==> config.mk <==
export PLATFORM = sky130hd
export DESIGN_NAME = sha256_message_hasher
export DESIGN_NICKNAME = d
export VERILOG_FILES = /design/src/hw/rtl/smh_pkg.sv /design/src/hw/rtl/sha256_message_hasher.sv
export SDC_FILE = /design/constraint.sdc
export NUM_CORES = 2
export LEC_CHECK = 0
export ABC_AREA = 1
export BUFFER_PORTS_ARGS = -buffer_cell sky130_fd_sc_hd__buf_2
export CORE_MARGIN = 8
export CORE_UTILIZATION = 40
export CTS_BUF_LIST = sky130_fd_sc_hd__clkbuf_4 sky130_fd_sc_hd__clkbuf_8
export DETAILED_ROUTE_END_ITERATION = 8
export PLACE_DENSITY = 0.54
export SYNTH_ARGS = -nofsm -noshare
export SYNTH_HDL_FRONTEND = slang
export SYNTH_SLANG_ARGS = --single-unit
==> constraint.sdc <==
create_clock -name i_clk -period 26.2 [get_ports i_clk]
set_input_delay 7.86 -clock i_clk [delete_from_list [all_inputs] [get_ports i_clk]]
set_output_delay 7.86 -clock i_clk [all_outputs]
set_load 0.05 [all_outputs]
==> src/hw/rtl/smh_pkg.sv <==
`timescale 1ns / 1ps

package smh_pkg;

    localparam int unsigned BLOCK_BITS   = 512;
    localparam int unsigned OUT_TDATA_W  = 40;
    localparam logic [5:0]  LEN_OFFSET   = 6'd56;
    localparam logic [5:0]  LAST_BYTE    = 6'd63;
    localparam logic [5:0]  LAST_ROUND   = 6'd63;
    localparam logic [2:0]  LAST_WORD    = 3'd7;
    localparam logic [7:0]  PAD_MARK     = 8'h80;

    typedef enum logic [4:0] {
        S_IDLE  = 5'b00001,
        S_PAD   = 5'b00010,
        S_ROUND = 5'b00100,
        S_FOLD  = 5'b01000,
        S_OUT   = 5'b10000
    } t_state;

    typedef logic [31:0] t_word;

    localparam t_word INIT_HASH [8] = '{
        32'h6a09e667, 32'hbb67ae85, 32'h3c6ef372, 32'ha54ff53a,
        32'h510e527f, 32'h9b05688c, 32'h1f83d9ab, 32'h5be0cd19
    };

    localparam t_word ROUND_K [64] = '{
        32'h428a2f98, 32'h71374491, 32'hb5c0fbcf, 32'he9b5dba5,
        32'h3956c25b, 32'h59f111f1, 32'h923f82a4, 32'hab1c5ed5,
        32'hd807aa98, 32'h12835b01, 32'h243185be, 32'h550c7dc3,
        32'h72be5d74, 32'h80deb1fe, 32'h9bdc06a7, 32'hc19bf174,
        32'he49b69c1, 32'hefbe4786, 32'h0fc19dc6, 32'h240ca1cc,
        32'h2de92c6f, 32'h4a7484aa, 32'h5cb0a9dc, 32'h76f988da,
        32'h983e5152, 32'ha831c66d, 32'hb00327c8, 32'hbf597fc7,
        32'hc6e00bf3, 32'hd5a79147, 32'h06ca6351, 32'h14292967,
        32'h27b70a85, 32'h2e1b2138, 32'h4d2c6dfc, 32'h53380d13,
        32'h650a7354, 32'h766a0abb, 32'h81c2c92e, 32'h92722c85,
        32'ha2bfe8a1, 32'ha81a664b, 32'hc24b8b70, 32'hc76c51a3,
        32'hd192e819, 32'hd6990624, 32'hf40e3585, 32'h106aa070,
        32'h19a4c116, 32'h1e376c08, 32'h2748774c, 32'h34b0bcb5,
        32'h391c0cb3, 32'h4ed8aa4a, 32'h5b9cca4f, 32'h682e6ff3,
        32'h748f82ee, 32'h78a5636f, 32'h84c87814, 32'h8cc70208,
        32'h90befffa, 32'ha4506ceb, 32'hbef9a3f7, 32'hc67178f2
    };

    function automatic t_word big_sigma0(input t_word x);
        big_sigma0 = {x[1:0], x[31:2]} ^ {x[12:0], x[31:13]} ^ {x[21:0], x[31:22]};
    endfunction

    function automatic t_word big_sigma1(input t_word x);
        big_sigma1 = {x[5:0], x[31:6]} ^ {x[10:0], x[31:11]} ^ {x[24:0], x[31:25]};
    endfunction

    function automatic t_word small_sigma0(input t_word x);
        small_sigma0 = {x[6:0], x[31:7]} ^ {x[17:0], x[31:18]} ^ {3'b000, x[31:3]};
    endfunction

    function automatic t_word small_sigma1(input t_word x);
        small_sigma1 = {x[16:0], x[31:17]} ^ {x[18:0], x[31:19]} ^ {10'b0, x[31:10]};
    endfunction

endpackage

==> src/hw/rtl/sha256_message_hasher.sv <==
`timescale 1ns / 1ps

// channel    dir  tdata                          tuser          tlast
// s_axis     in   [7:0] msg_byte                 byte_present   end_of_message
// m_axis     out  [31:0] digest_word,            -              last_word
//                 [34:32] word_index, rest zero
//
// a message byte is taken whenever s_axis is ready; a byte that fills the
// 64-byte block starts the rounds and a fold on the single shared round unit
// end of message: the padding bytes (up to 72 with an extra length block) go
// in one by one, each padded block is compressed, then eight output transfers
// synchronous active-low reset returns to the initial hash values, empty buffer
// s_axis is not ready while padding, compressing or sending the digest;
// a stalled m_axis holds the current digest word

module sha256_message_hasher
    import smh_pkg::*;
(
    input  logic                   i_clk,
    input  logic                   i_rst_n,
    input  logic                   i_s_axis_tvalid,
    output logic                   o_s_axis_tready,
    input  logic [7:0]             i_s_axis_tdata,   // [7:0] msg_byte
    input  logic                   i_s_axis_tuser,   // [0] byte_present
    input  logic                   i_s_axis_tlast,   // end_of_message
    output logic                   o_m_axis_tvalid,
    input  logic                   i_m_axis_tready,
    output logic [OUT_TDATA_W-1:0] o_m_axis_tdata,   // [31:0] digest_word, [34:32] word_index
    output logic                   o_m_axis_tlast    // last_word
);

    // control state
    t_state                r_state, n_state;
    logic [5:0]            r_fill, n_fill;
    logic [63:0]           r_bit_count, n_bit_count;
    t_word                 r_chain [8];
    t_word                 n_chain [8];
    logic [5:0]            r_round, n_round;
    logic                  r_pad_first, n_pad_first;   // next pad byte is the 0x80 mark
    logic                  r_len_ok, n_len_ok;         // this block may carry the length
    logic                  r_in_pad, n_in_pad;
    logic                  r_end_pend, n_end_pend;     // end seen on a block-filling byte
    logic                  r_final, n_final;           // block in flight is the last one
    logic [2:0]            r_out_idx, n_out_idx;

    // datapath: byte shift line that doubles as the rolling schedule window
    logic [BLOCK_BITS-1:0] r_blk, n_blk;
    t_word                 r_v [8];
    t_word                 n_v [8];

    logic                  s_in_fire;
    logic                  s_out_fire;
    logic [7:0]            s_pad_byte;
    logic [7:0]            s_len_byte;
    t_word                 s_w0, s_w1, s_w9, s_w14, s_w_new;
    t_word                 s_t1, s_t2, s_ch, s_maj;

    assign s_in_fire  = i_s_axis_tvalid & o_s_axis_tready;
    assign s_out_fire = o_m_axis_tvalid & i_m_axis_tready;

    // schedule taps, word j sits at bits [511-32j -: 32]
    assign s_w0  = r_blk[511:480];
    assign s_w1  = r_blk[479:448];
    assign s_w9  = r_blk[223:192];
    assign s_w14 = r_blk[63:32];
    assign s_w_new = small_sigma1(s_w14) + s_w9 + small_sigma0(s_w1) + s_w0;

    // round unit
    assign s_ch  = (r_v[4] & r_v[5]) ^ (~r_v[4] & r_v[6]);
    assign s_maj = (r_v[0] & r_v[1]) ^ (r_v[0] & r_v[2]) ^ (r_v[1] & r_v[2]);
    assign s_t1  = r_v[7] + big_sigma1(r_v[4]) + s_ch + ROUND_K[r_round] + s_w0;
    assign s_t2  = big_sigma0(r_v[0]) + s_maj;

    // length bytes go out big-endian at byte positions 56..63
    assign s_len_byte = r_bit_count[{~r_fill[2:0], 3'b000} +: 8];

    always_comb begin
        if (r_pad_first) begin
            s_pad_byte = PAD_MARK;
        end else if (r_len_ok && (r_fill >= LEN_OFFSET)) begin
            s_pad_byte = s_len_byte;
        end else begin
            s_pad_byte = 8'h00;
        end
    end

    always_comb begin
        n_state     = r_state;
        n_fill      = r_fill;
        n_bit_count = r_bit_count;
        n_chain     = r_chain;
        n_round     = r_round;
        n_pad_first = r_pad_first;
        n_len_ok    = r_len_ok;
        n_in_pad    = r_in_pad;
        n_end_pend  = r_end_pend;
        n_final     = r_final;
        n_out_idx   = r_out_idx;
        n_blk       = r_blk;
        n_v         = r_v;

        unique case (r_state)
            S_IDLE: begin
                if (s_in_fire) begin
                    if (i_s_axis_tuser) begin
                        n_blk       = {r_blk[BLOCK_BITS-9:0], i_s_axis_tdata};
                        n_fill      = r_fill + 6'd1;
                        n_bit_count = r_bit_count + 64'd8;
                    end
                    if (i_s_axis_tuser && (r_fill == LAST_BYTE)) begin
                        // block full: compress first, pad afterwards if end came along
                        n_state    = S_ROUND;
                        n_v        = r_chain;
                        n_end_pend = i_s_axis_tlast;
                        n_final    = 1'b0;
                    end else if (i_s_axis_tlast) begin
                        n_state     = S_PAD;
                        n_pad_first = 1'b1;
                        n_in_pad    = 1'b1;
                    end
                end
            end
            S_PAD: begin
                n_blk       = {r_blk[BLOCK_BITS-9:0], s_pad_byte};
                n_fill      = r_fill + 6'd1;
                n_pad_first = 1'b0;
                if (r_pad_first) begin
                    // mark past byte 55 forces an extra length block
                    n_len_ok = (r_fill < LEN_OFFSET);
                end
                if (r_fill == LAST_BYTE) begin
                    n_state = S_ROUND;
                    n_v     = r_chain;
                    n_final = !r_pad_first && r_len_ok;
                end
            end
            S_ROUND: begin
                n_v[7]  = r_v[6];
                n_v[6]  = r_v[5];
                n_v[5]  = r_v[4];
                n_v[4]  = r_v[3] + s_t1;
                n_v[3]  = r_v[2];
                n_v[2]  = r_v[1];
                n_v[1]  = r_v[0];
                n_v[0]  = s_t1 + s_t2;
                n_blk   = {r_blk[BLOCK_BITS-33:0], s_w_new};
                n_round = r_round + 6'd1;
                if (r_round == LAST_ROUND) begin
                    n_state = S_FOLD;
                end
            end
            S_FOLD: begin
                for (int i = 0; i < 8; i++) begin
                    n_chain[i] = r_chain[i] + r_v[i];
                end
                priority if (r_final) begin
                    n_state   = S_OUT;
                    n_final   = 1'b0;
                    n_out_idx = '0;
                end else if (r_end_pend) begin
                    n_state     = S_PAD;
                    n_end_pend  = 1'b0;
                    n_pad_first = 1'b1;
                    n_in_pad    = 1'b1;
                end else if (r_in_pad) begin
                    // second padding block: zeros then the length
                    n_state  = S_PAD;
                    n_len_ok = 1'b1;
                end else begin
                    n_state = S_IDLE;
                end
            end
            S_OUT: begin
                if (s_out_fire) begin
                    if (r_out_idx == LAST_WORD) begin
                        n_state     = S_IDLE;
                        n_chain     = INIT_HASH;
                        n_fill      = '0;
                        n_bit_count = '0;
                        n_in_pad    = 1'b0;
                        n_len_ok    = 1'b0;
                        n_out_idx   = '0;
                    end else begin
                        n_out_idx = r_out_idx + 3'd1;
                    end
                end
            end
            default: begin
                n_state = S_IDLE;
            end
        endcase
    end

    always_ff @(posedge i_clk) begin
        if (!i_rst_n) begin
            r_state     <= S_IDLE;
            r_fill      <= '0;
            r_bit_count <= '0;
            r_chain     <= INIT_HASH;
            r_round     <= '0;
            r_pad_first <= 1'b0;
            r_len_ok    <= 1'b0;
            r_in_pad    <= 1'b0;
            r_end_pend  <= 1'b0;
            r_final     <= 1'b0;
            r_out_idx   <= '0;
        end else begin
            r_state     <= n_state;
            r_fill      <= n_fill;
            r_bit_count <= n_bit_count;
            r_chain     <= n_chain;
            r_round     <= n_round;
            r_pad_first <= n_pad_first;
            r_len_ok    <= n_len_ok;
            r_in_pad    <= n_in_pad;
            r_end_pend  <= n_end_pend;
            r_final     <= n_final;
            r_out_idx   <= n_out_idx;
        end
    end

    // payload registers, no reset
    always_ff @(posedge i_clk) begin
        r_blk <= n_blk;
        r_v   <= n_v;
    end

    assign o_s_axis_tready = (r_state == S_IDLE);
    assign o_m_axis_tvalid = (r_state == S_OUT);
    assign o_m_axis_tdata  = {5'b00000, r_out_idx, r_chain[r_out_idx]};
    assign o_m_axis_tlast  = (r_out_idx == LAST_WORD);

`ifndef ASSERT_OFF
    // never take input while a digest is pending
    assert property (@(posedge i_clk) disable iff (!i_rst_n)
        o_m_axis_tvalid |-> !o_s_axis_tready)
        else $error("input accepted during digest output");

    // round counter only moves inside a compression
    assert property (@(posedge i_clk) disable iff (!i_rst_n)
        (r_state != S_ROUND) |-> (r_round == 6'd0))
        else $error("round counter not parked outside compression");

    // fold only follows the last round
    assert property (@(posedge i_clk) disable iff (!i_rst_n)
        (r_state == S_FOLD) |-> ($past(r_state) == S_ROUND && $past(r_round) == LAST_ROUND))
        else $error("fold without full set of rounds");

    // after the final digest word the message state is fresh
    assert property (@(posedge i_clk) disable iff (!i_rst_n)
        (s_out_fire && o_m_axis_tlast) |=>
            (o_s_axis_tready && r_fill == 6'd0 && r_bit_count == 64'd0 && !r_in_pad))
        else $error("message state not cleared after digest");
`endif

endmodule
==> metrics.md <==
| Metric | Value |
|---|---|
| Status | `completed` |
| WP data arrival | `approximately 4.4 ns` |
| Synth Register Bits | `between 1000 and 1500` |
| Max-slew violation count | `0` |
| Max-cap check violation count | `0` |
| CTS Buffer Depth | `3` |
| Vias in the first global route | `roughly 70000` |
| Area growth, synth to finish | `8.41%` |
| Clk root buf | `clkbuf_8` |
| Worst hold slack | `about 0.46 ns` |
| Slowest CP cell | `dfxtp_1` |
| Worst-Margin Slew | `1.44 ns` |
| Total die area | `216000 sq um` |
| Clk sink count | `approximately 1100` |
| Final Hold Viols | `0` |
| Period minus WS final | `12.25 ns` |
| Syn avg cell area | `around 7.6 sq um` |
| Count of input and output buffers | `just over 50` |
| Iteration-0 DRC Markers | `around 10000` |
| Met2 Wirelength | `approximately 140000 um` |
| Unrepaired setup endpoints after global routing | `false` |
| Synth Cell Area | `roughly 80000 sq um` |
| Largest net degree at the start of global routing | `~220` |
| Wire per inst | `approximately 26 um` |
| CP Launch Type | `flip-flop` |
| Top Ports | `between 50 and 60` |
| Via Count | `76910` |
| Core footprint | `roughly 200000 sq um` |
| WL final | `344000 um` |
| Hold Buf Count CTS | `0` |
| FFs w/ async S/R, synth | `0%` |
| Global-route wire length before repair | `491000 um` |
| DIE HEIGHT | `465 um` |
| Delay-heaviest family, CP | `buffers and inverters` |
| Nets | `11116` |
| Setup TNS | `0 ns` |
| TritonCTS clock tree | `built` |
| Commonest non-fill, non-tap cell in the layout | `nand2_1` |
| Reg clk slew, reported paths | `0.06 ns` |
| Ys flop type | `edfxtp_1` |
| Most frequent cells in the layout | `2493 x nand2_1, 1382 x o21ai_0, 1361 x inv_1, 940 x a21oi_1, 768 x edfxtp_1` |
| Largest stage delay, worst path | `about 1.2 ns` |
| Routed wl met3 | `around 36000 um` |
| Synth warn | `0` |
| Initial Util | `about 40%` |
| Total gr overflow | `0` |
| Final Skew | `roughly 0.083 ns` |
| Post-synth EDFFs | `~770` |
| DIE WIDTH | `465 um` |
| WS Path Type | `flip-flop to output pin` |
| Post-DP HPWL | `approximately 260000 um` |
| CTS resizes | `0` |
| Met1 wire length | `about 150000 um` |
| First-pass detailed-route iteration total | `6` |
| Buffers & Inverters on Critical Path | `3` |
| Max Fclk | `between 80 and 90 MHz` |
| Max Used Layer | `met5` |
| # DRC | `0` |
| Crit path max fanout | `30` |
| Worst-Skew Late Latency | `1.03 ns` |
| Final setup viols | `0` |
| GP Congestion | `1.03` |
| Unique masters post-synth | `66` |
| Share of layout cells above drive strength 1 | `roughly 5.3%` |
| Final period util | `a little under half` |
| Register area share after synthesis | `roughly 37%` |
| Worst path required time | `~18 ns` |
| Crit path capture type | `output pin` |
| Post-synthesis cell count | `approximately 11000` |
| H-tree levels | `4` |
| Number of CTS-inserted buffers | `approximately 210` |
| Tightest Hold Check Type | `flip-flop to flip-flop` |
| Global-route usage over all layers | `30.4%` |
| Slew HR | `about 2.6%` |
| Rows | `roughly 160` |
| CP cell instances | `inv_1 > buf_4 > a221oi_1 > a31oi_1 > buf_2` |
| Setup bufs post-CTS | `0` |
| DR vias/cell | `around 5.8` |
| Number of antenna violations at the first check in global routing | `16` |
| ANT nets after route | `0` |
[cell usage after synthesis (45+ instances only)]
cell type	n	area share (%)
o21a_1	45	0.42
o21ai_0	1383	8.6
nor2_1	598	2.8
clkbuf_1	354	1.7
inv_1	1363	6.4
a21o_1	54	0.50
xnor2_1	179	1.9
or2_2	48	0.37
nor3_1	122	0.76
xor2_1	169	1.8
a31oi_1	105	0.82
edfxtp_1	768	29
nand4_1	116	0.90
ha_1	402	6.3
nand2_1	2493	12
fa_1	195	4.9
nand3_1	393	2.4
a21oi_1	940	5.8
dfxtp_1	342	8.5
buf_2	76	0.47
o211ai_1	87	0.81
[worst paths after layout]
| check | start | end | slack (ns) | cells past startpoint |
|---|---|---|---|---|
| max | r_out_idx[2] | o_m_axis_tdata[9] | 13.95 | 5 |
| min | r_fill[5] | r_fill[5] | 0.46 | 2 |
| max reg2reg | r_round[1] | r_v[255] | 17.21 | 34 |
| min reg2reg | r_fill[5] | r_fill[5] | 0.46 | 2 |
[layout make-up]
type                    count  area [sq um]
fillers                 20684        113000
clock inverters            78           503
flip-flops and latches   1110         29900
clock buffers             305          3690
diodes                     15          37.5
well taps                2656          3320
repair buffers            136           983
multi-input cells        7674         43600
inverters                1375          5190
[layer usage]
metal / track usage (%) / up-vias
li1: - / 35519
met1: 44.2 / 36920
met2: 44.1 / 3852
met3: 6.78 / 611
met4: 11.2 / 8
met5: 0 / -
[registers in the layout (all words and copies together) (netlist names), 3 cells and up]
name	flops
r_round	6
r_v	256
r_fill	6
r_out_idx	3
r_blk	512
r_chain	256
r_state	5
r_bit_count	61
[cells by family after synthesis]
| group | count (synthesis) | share of synthesized area (%) |
|---|---|---|
| xor gates and xnor gates | 348 | 3.79 |
| AOI/OAI and AO/OA | 2832 | 19.1 |
| muxes | 1 | 0.0124 |
| adders and majority gates | 622 | 11.4 |
| and+or+nand+nor | 3866 | 19.8 |
| buffers and inverters | 1843 | 8.75 |
| other | 1 | 0.00466 |
| DFF | 1110 | 37.2 |
[metrics by stage]
step | utilization (%) | cells | setup WS [ns] | area, sq um
2_1_floorplan | - | 10627 | 7.17 | 80500
3_3_place_gp | 41.5 | 12951 | 14.98 | 83000
3_5_place_dp | 41.5 | 12951 | 14.95 | 83000
4_1_cts | 43.6 | 13334 | 14.07 | 87200
5_1_grt | 43.6 | 13335 | 13.88 | 87200
6_report | 43.6 | 13349 | 13.95 | 87200
[tightest hold or removal path, cell delays in order, from the launching register on]
cell and delay [ns]:
dfxtp_1 0.30, inv_1 0.06, a21oi_1 0.06
Power is left out: the tool's default activity adds up to more than one toggle a clock period on the data nets, which glitch-free logic cannot reach.
